===== src/hdl/assert_macros.svh =====
// ----------------------------------------------------------------------------
// assert_macros.svh
// Shared concurrent assertion macros for the window rotator RTL.
// ----------------------------------------------------------------------------
`ifndef ASSERT_MACROS_SVH
`define ASSERT_MACROS_SVH

// Antecedent implies consequent in the same cycle
`define SWR_ASSERT_IMP(lbl, clk, rst_n, ante, cons) \
    lbl: assert property (@(posedge clk) disable iff (!rst_n) (ante) |-> (cons)) \
        else $error("swr assertion failed");

// Expression must never hold
`define SWR_ASSERT_NEVER(lbl, clk, rst_n, expr) \
    lbl: assert property (@(posedge clk) disable iff (!rst_n) !(expr)) \
        else $error("swr assertion failed");

`endif


===== src/hdl/swr_pkg.sv =====
// ----------------------------------------------------------------------------
// swr_pkg
// Types, constants and helpers shared by the square window rotator modules.
// ----------------------------------------------------------------------------
package swr_pkg;

    // Matrix geometry and word size
    localparam int MAX_SIDE  = 64;
    localparam int WORD_BITS = 32;
    localparam int IDX_BITS  = 6;
    localparam int RAD_BITS  = 5;
    localparam int SIDE_BITS = 7;
    localparam int CELLS     = MAX_SIDE * MAX_SIDE;
    localparam int ADDR_BITS = $clog2(CELLS);

    localparam logic [SIDE_BITS-1:0] SIDE_RESET = SIDE_BITS'(MAX_SIDE);

    // Operation codes
    localparam logic [1:0] FN_WRITE  = 2'd0;
    localparam logic [1:0] FN_ROTATE = 2'd1;
    localparam logic [1:0] FN_READ   = 2'd2;

    // Input transaction payload
    typedef struct packed {
        logic [1:0]           func;
        logic [IDX_BITS-1:0]  row;
        logic [IDX_BITS-1:0]  col;
        logic [RAD_BITS-1:0]  radius;
        logic                 counter_clockwise;
        logic [WORD_BITS-1:0] value;
    } t_swr_in;

    // Output transaction payload
    typedef struct packed {
        logic [WORD_BITS-1:0] read_value;
        logic                 status;
    } t_swr_out;

    // Controller to datapath commands
    typedef struct packed {
        logic load;      // capture input item
        logic item_wr;   // single cell write
        logic item_rd;   // single cell read
        logic clr_idx;   // restart window scan
        logic copy_rd;   // copy phase: read cell, write scratch next cycle
        logic move_rd;   // move phase: read scratch, write cell next cycle
        logic res_load;  // load output payload register
    } t_swr_cmd;

    // Datapath to controller status
    typedef struct packed {
        logic [1:0] func;
        logic       cell_ok;
        logic       win_ok;
        logic       last;
    } t_swr_sts;

    // Linear store address of (row, col)
    function automatic logic [ADDR_BITS-1:0] cell_addr(input logic [IDX_BITS-1:0] r,
                                                       input logic [IDX_BITS-1:0] c);
        return ADDR_BITS'(r) * ADDR_BITS'(MAX_SIDE) + ADDR_BITS'(c);
    endfunction

endpackage


===== src/hdl/swr_ctrl.sv =====
// ----------------------------------------------------------------------------
// swr_ctrl
// Sequencer: accepts an item, runs write, read or the two-phase rotation,
// and hands the result to the output register.
// ----------------------------------------------------------------------------
`include "assert_macros.svh"

module swr_ctrl (
    input  logic              i_clk,
    input  logic              i_rst_n,
    input  logic              i_valid,
    output logic              o_stall,
    output logic              o_valid,
    input  logic              i_stall,
    input  swr_pkg::t_swr_sts i_sts,
    output swr_pkg::t_swr_cmd o_cmd
);
    import swr_pkg::*;

    typedef enum logic [7:0] {
        S_IDLE  = 8'b0000_0001,
        S_EXEC  = 8'b0000_0010,
        S_COPY  = 8'b0000_0100,
        S_GAP   = 8'b0000_1000,
        S_MOVE  = 8'b0001_0000,
        S_FLUSH = 8'b0010_0000,
        S_READ  = 8'b0100_0000,
        S_DONE  = 8'b1000_0000
    } t_swr_state;

    t_swr_state r_state;
    t_swr_state n_state;
    logic       r_out_valid;
    logic       n_out_valid;
    logic       out_free;

    assign out_free = !r_out_valid || !i_stall;

    // Next state and commands
    always_comb begin
        n_state = r_state;
        o_cmd   = '0;
        case (r_state)
            S_IDLE: begin
                if (i_valid) begin
                    o_cmd.load = 1'b1;
                    n_state    = S_EXEC;
                end
            end
            S_EXEC: begin
                n_state = S_DONE;
                case (i_sts.func)
                    FN_WRITE: begin
                        o_cmd.item_wr = i_sts.cell_ok;
                    end
                    FN_ROTATE: begin
                        if (i_sts.win_ok) begin
                            o_cmd.clr_idx = 1'b1;
                            n_state       = S_COPY;
                        end
                    end
                    FN_READ: begin
                        if (i_sts.cell_ok) begin
                            o_cmd.item_rd = 1'b1;
                            n_state       = S_READ;
                        end
                    end
                    default: begin
                        n_state = S_DONE;
                    end
                endcase
            end
            S_COPY: begin
                o_cmd.copy_rd = 1'b1;
                if (i_sts.last) begin
                    n_state = S_GAP;
                end
            end
            S_GAP: begin
                // last scratch write lands here; restart the scan
                o_cmd.clr_idx = 1'b1;
                n_state       = S_MOVE;
            end
            S_MOVE: begin
                o_cmd.move_rd = 1'b1;
                if (i_sts.last) begin
                    n_state = S_FLUSH;
                end
            end
            S_FLUSH: begin
                n_state = S_DONE;
            end
            S_READ: begin
                n_state = S_DONE;
            end
            S_DONE: begin
                if (out_free) begin
                    o_cmd.res_load = 1'b1;
                    n_state        = S_IDLE;
                end
            end
            default: begin
                n_state = S_IDLE;
            end
        endcase
    end

    // Output valid flag
    always_comb begin
        n_out_valid = r_out_valid && i_stall;
        if (o_cmd.res_load) begin
            n_out_valid = 1'b1;
        end
    end

    always_ff @(posedge i_clk) begin
        if (!i_rst_n) begin
            r_state     <= S_IDLE;
            r_out_valid <= 1'b0;
        end else begin
            r_state     <= n_state;
            r_out_valid <= n_out_valid;
        end
    end

    assign o_stall = (r_state != S_IDLE);
    assign o_valid = r_out_valid;

    // A result only appears on leaving the done state
    `SWR_ASSERT_IMP(a_result_from_done, i_clk, i_rst_n, $rose(r_out_valid), $past(r_state == S_DONE))
    // Output register is never overwritten while a result waits
    `SWR_ASSERT_NEVER(a_no_overwrite, i_clk, i_rst_n, o_cmd.res_load && r_out_valid && i_stall)

endmodule

===== config.mk =====
export PLATFORM = sky130hd
export DESIGN_NAME = swr_ctrl
export DESIGN_NICKNAME = d
export VERILOG_FILES = /design/src/hdl/swr_pkg.sv /design/src/hdl/swr_ctrl.sv
export VERILOG_INCLUDE_DIRS = /design/src /design/src/hdl
export SDC_FILE = /design/constraint.sdc
export NUM_CORES = 1
export LEC_CHECK = 0
export BUFFER_PORTS_ARGS = -buffer_cell sky130_fd_sc_hd__buf_4
export CAP_MARGIN = 10
export CELL_PAD_IN_SITES_DETAIL_PLACEMENT = 1
export CELL_PAD_IN_SITES_GLOBAL_PLACEMENT = 1
export CORE_ASPECT_RATIO = 1.5
export CORE_MARGIN = 4
export CORE_UTILIZATION = 23
export CTS_CLUSTER_SIZE = 40
export DETAILED_ROUTE_END_ITERATION = 10
export PLACE_DENSITY_LB_ADDON = 0.1
export SKIP_CTS_REPAIR_TIMING = 1
export SLEW_MARGIN = 20
export SYNTH_ARGS = -nofsm -noshare
export SYNTH_HDL_FRONTEND = slang
export SYNTH_SLANG_ARGS = --single-unit

===== constraint.sdc =====
create_clock -name i_clk -period 1.45 [get_ports i_clk]
set_input_delay 0.29 -clock i_clk [delete_from_list [all_inputs] [get_ports i_clk]]
set_output_delay 0.29 -clock i_clk [all_outputs]
set_load 0.02 [all_outputs]

=== Yosys cells after proc, flatten, opt, wreduce, memory -nomap -nowiden ===
Index checks and enable logic that the tools add are counted.
W data, S select, Z words.

* Logic and storage cells: 46
* Bits of input ports: 9
* Bits in registers: 9

* Equal/unequal tests: 15
* Muxes and demuxes: 22
* Reduce and logical (&&, ||, !) cells: 7

{| class="wikitable"
|+ Operators with widths
! kind !! number
|-
| $pmux W8 S7 || 1
|-
| $mux W8 || 6
|-
| $pmux W8 S2 || 1
|-
| $mux W1 || 12
|-
| $eq A8 B1 Y1 const B || 1
|-
| $eq A8 B2 Y1 const B || 1
|-
| $eq A8 B3 Y1 const B || 1
|-
| $eq A8 B4 Y1 const B || 1
|-
| $eq A8 B5 Y1 const B || 1
|-
| $eq A8 B6 Y1 const B || 1
|-
| $eq A8 B7 Y1 const B || 1
|-
| $eq A8 B8 Y1 const B || 1
|-
| $ne A2 B2 Y1 const B || 4
|-
| $ne A8 B1 Y1 const B || 1
|-
| $reduce_and A4 Y1 || 1
|-
| $eq A2 B1 Y1 const B || 1
|-
| $eq A2 B2 Y1 const B || 1
|-
| $logic_not A1 Y1 || 2
|-
| $logic_not A2 Y1 || 1
|-
| $mux W2 || 1
|-
| $pmux W1 S2 || 1
|-
| $reduce_or A2 Y1 || 1
|-
| $logic_and A1 B1 Y1 || 1
|-
| $logic_or A1 B1 Y1 || 1
|}

=== Longest topological paths before layout ===
* Depth in word-level cells: 5
* Mapped depth: 6

=== Least setup slack after synthesis ===
Ideal clock, no wire load.

* Kind: register to register
* From: register r_state[5]
* To: register r_state[5]
* Library setup time: 64 ps
* Required time: 1386 ps
* Cell stages (with the launch flop): 5
* Path slack: -427 ps
* Arrival time: 1813 ps
* Cell sequence: dfxtp_1 nor3_4 nand2_2 nor4b_1 and4_1

* Longest elaborated chain between the ends: 3
* Elaborated cells between the ends (all ways): 15

{| class="wikitable"
|+ Ends and longest elaborated chain
! item !! RTL line !! text
|-
| start: declaration || swr_ctrl.sv:31 || <nowiki>t_swr_state r_state;</nowiki>
|-
| start signal: assignment || swr_ctrl.sv:121 || <nowiki>r_state <= n_state;</nowiki>
|-
| $eq A8 B7 Y1 (tied with other cells) || swr_ctrl.sv:43 || <nowiki>case (r_state)</nowiki>
|-
| $reduce_or A2 Y1 (no source line) / $ne A2 B2 Y1 (equally long branches) || n/a ||
|-
| $pmux W8 S7 / $reduce_and A4 Y1 (equally long branches) || n/a ||
|}

Parallel ways exist; a longest one is shown, timed or not.
A chain may end at the register's enable or synchronous reset.

==> results.yml <==
logic_synthesis:
  synthAdderAreaFrac_pct: 6.09
  muxShareOfSynthArea_pct: 0
  synth_enable_flop_cells: 0
  synthCells: 72
  synth_top_family_by_area: "simple AND/OR/NAND/NOR gates"
  syn_avg_cell_area_um2: 8.57
  synth_cell_types: 37
  syn_nets: 84
  ys_seq_elements: 9
  ys.flop_type: "dfxtp_1"
  synth_compound_area_share_pct: 15.0
  seq_area_frac_synth_pct: 29.2
  synthArstFlopShare_pct: 0
  syn-cell-area_um2: 617
  synth_xor_area_share_pct: 5.68
  yosys_warnings: 0
  synth_simple_gate_area_share_pct: 40.0
global_route:
  grt_pass1_wl_um: 3460
  grt_start_max_net_pins: 10
  grtUsageMet1_pct: 13.0
  top_usage_layer: "met2"
  gr-usage-met2_pct: 22.5
  grt_overflow: 0
  met3_usage_pct: 3.33
  grt_pass1_vias: 783
  antenna_found_initial: 0
  grtUsageTotal_pct: 12.3
sta:
  hold_viol_final: 0
  slew-limit-headroom_pct: 80.9
  clock_skew_ns: 0.000823
  fmax_mhz: 525
  worst_pin_slew_ns: 0.284
  setup_viol: 11
  slew_viol_final: 0
  min_period_ns: 1.90
  period_share_pct: 131
  rsz0062_at_grt: "true"
  final.setup.worst_slack_ns: -0.454
  tns_ns: -3.18
finish:
  antennaDiodeCount: 0
  final_core_util_pct: 46.5
  drive_above_1_share_pct: 63.2
  fin_nets: 127
  n_fill_cell: 295
  syn_to_final_growth_pct: 88.8
outcome:
  violations: "setup timing"
  status: "finished, violations left"
critical_path:
  critical_path_arrival_ns: 1.61
  crit_fanout: 3
  ff2ff_setup_slack_ns: -0.32
  reg2reg_depth: 6
  end_kind: "output port"
  worstPathRequired_ns: 1.16
  worstSetupStartpointType: "register"
  worstSetupPathType: "reg -> out"
die:
  core_region_area_mm2: 0.00250
  rows: 22
  die_w_um: 50.3
  dieArea_mm2: 0.00359
  die_h_um: 71.4
  start_util_pct: 24.6
  pin_count: 18
clocking:
  cts_tree: "yes"
  clock_latency_ns: 0.26
  clock_sinks: 9
  clockBufferDepth: 2
  clkTransAtPathRegs_ns: 0.07
  htreeDepth: 1
  cts-root-buf: "clkbuf_4"
  cts_made_buffers: 3
power:
  power_density_mw_per_mm2: 811
  ir_drop_v: 0.000632
  leakage_nw: 0.507
  finalPower_w: 0.000944
route:
  vias: 721
  ant_nets: 0
  wl_um: 2110
  drc: 0
  vias_per_cell: 4.81
  drt_iter0_markers: 16
  firstDrtPassIters: 3
  wl_per_cell_um: 14.0
placed_design:
  gp_congestion: 0.850
  port-buffer-count: 17
  dpl.hpwl_um: 1710
min_path:
  min-delay-path-class: "in -> reg"
  whs_path_depth: 2
flow_run:
  cap_violations: 0
-- report_power, final --
part	switching, W	total (W)	internal (W)
Clock	0.0000966	0.000203	0.000106
Combinational	0.000217	0.000457	0.000240
Sequential	0.0000167	0.000284	0.000268
Total	0.000330	0.000944	0.000614
-- final timing paths --
kind,start,endpoint
worst min-delay path,i_sts[0],r_state[3]$_SDFFE_PN0P_
worst max register to register,r_state[6]$_SDFFE_PN0P_,r_state[4]$_SDFFE_PN0P_
worst min register to register,o_valid$_SDFF_PN0_,o_valid$_SDFF_PN0_
worst max-delay path,r_state[4]$_SDFFE_PN0P_,o_cmd[5]
-- cells by family (layout without fill, tap and decap cells) --
| family | Yosys count | count (layout) |
|---|---|---|
| DFF | 9 | 9 |
| buffers and inverters | 6 | 48 |
| and+or+nand+nor | 37 | 37 |
| AOI/OAI and AO/OA | 13 | 13 |
| xor gates and xnor gates | 4 | 4 |
| adders and majority gates | 3 | 3 |
-- placed cells by master (no fill, tap or decap), types with 3 or more instances in the layout --
cell / instances
a31oi_1: 3
and3_1: 3
buf_4: 29
buf_6: 12
clkbuf_4: 3
dfxtp_1: 4
dfxtp_2: 4
ha_1: 3
inv_1: 3
nand2_1: 3
nand2_2: 3
nor4b_4: 3
xnor2_1: 3
-- stage by stage --
step	hold slack (ns)	worst slack, ns	cell area (um^2)	instances
2_1_floorplan	0.435	-0.103	693	72
3_3_place_gp	0.456	-0.221	1000	144
3_5_place_dp	0.459	-0.236	1000	144
4_1_cts	0.280	-0.524	1030	148
5_1_grt	0.275	-0.551	1160	150
6_report	0.286	-0.454	1160	150
-- state kept, by name, summed over array words and instances (netlist names) --
signal   cells
o_valid      1
r_state      8
-- metal layers --
layer | vias up | share of wire (%)
met5 | - | 0
met4 | 0 | 1.3
met3 | 2 | 3.7
met2 | 13 | 57
met1 | 351 | 38
li1 | 355 | -
-- critical path, cell delays in order (launching register included) --
cell	delay (ns)
dfxtp_2	0.32
or3_4	0.40
nor4_4	0.29
and3_4	0.24
buf_6	0.11
-- synthesized netlist by cell type (all sizes together) (2+ instances only) --
| library cell | n | area share (%) |
|---|---|---|
| a21oi | 2 | 1.6 |
| a31oi | 3 | 3.0 |
| and3 | 5 | 5.1 |
| buf | 2 | 1.6 |
| dfxtp | 9 | 29 |
| ha | 3 | 6.1 |
| inv | 3 | 1.8 |
| nand2 | 6 | 4.1 |
| nand2b | 2 | 2.0 |
| nand3 | 2 | 1.6 |
| nor2 | 3 | 2.2 |
| nor2b | 2 | 2.0 |
| nor3 | 3 | 4.3 |
| nor4 | 2 | 3.0 |
| nor4b | 3 | 4.3 |
| o21ai | 2 | 1.6 |
| or3 | 2 | 2.0 |
| xnor2 | 3 | 4.3 |
-- cell type report --
class,count,area (um^2),share of cell area (%)
multi-input combinational,57,541,46.4
timing repair buffer,41,353,30.3
sequential,9,189,16.2
tap,36,45.0,3.87
inverter,3,11.3,0.967
clock buffer,4,26.3,2.26
(Power assumes the default switching activity.)
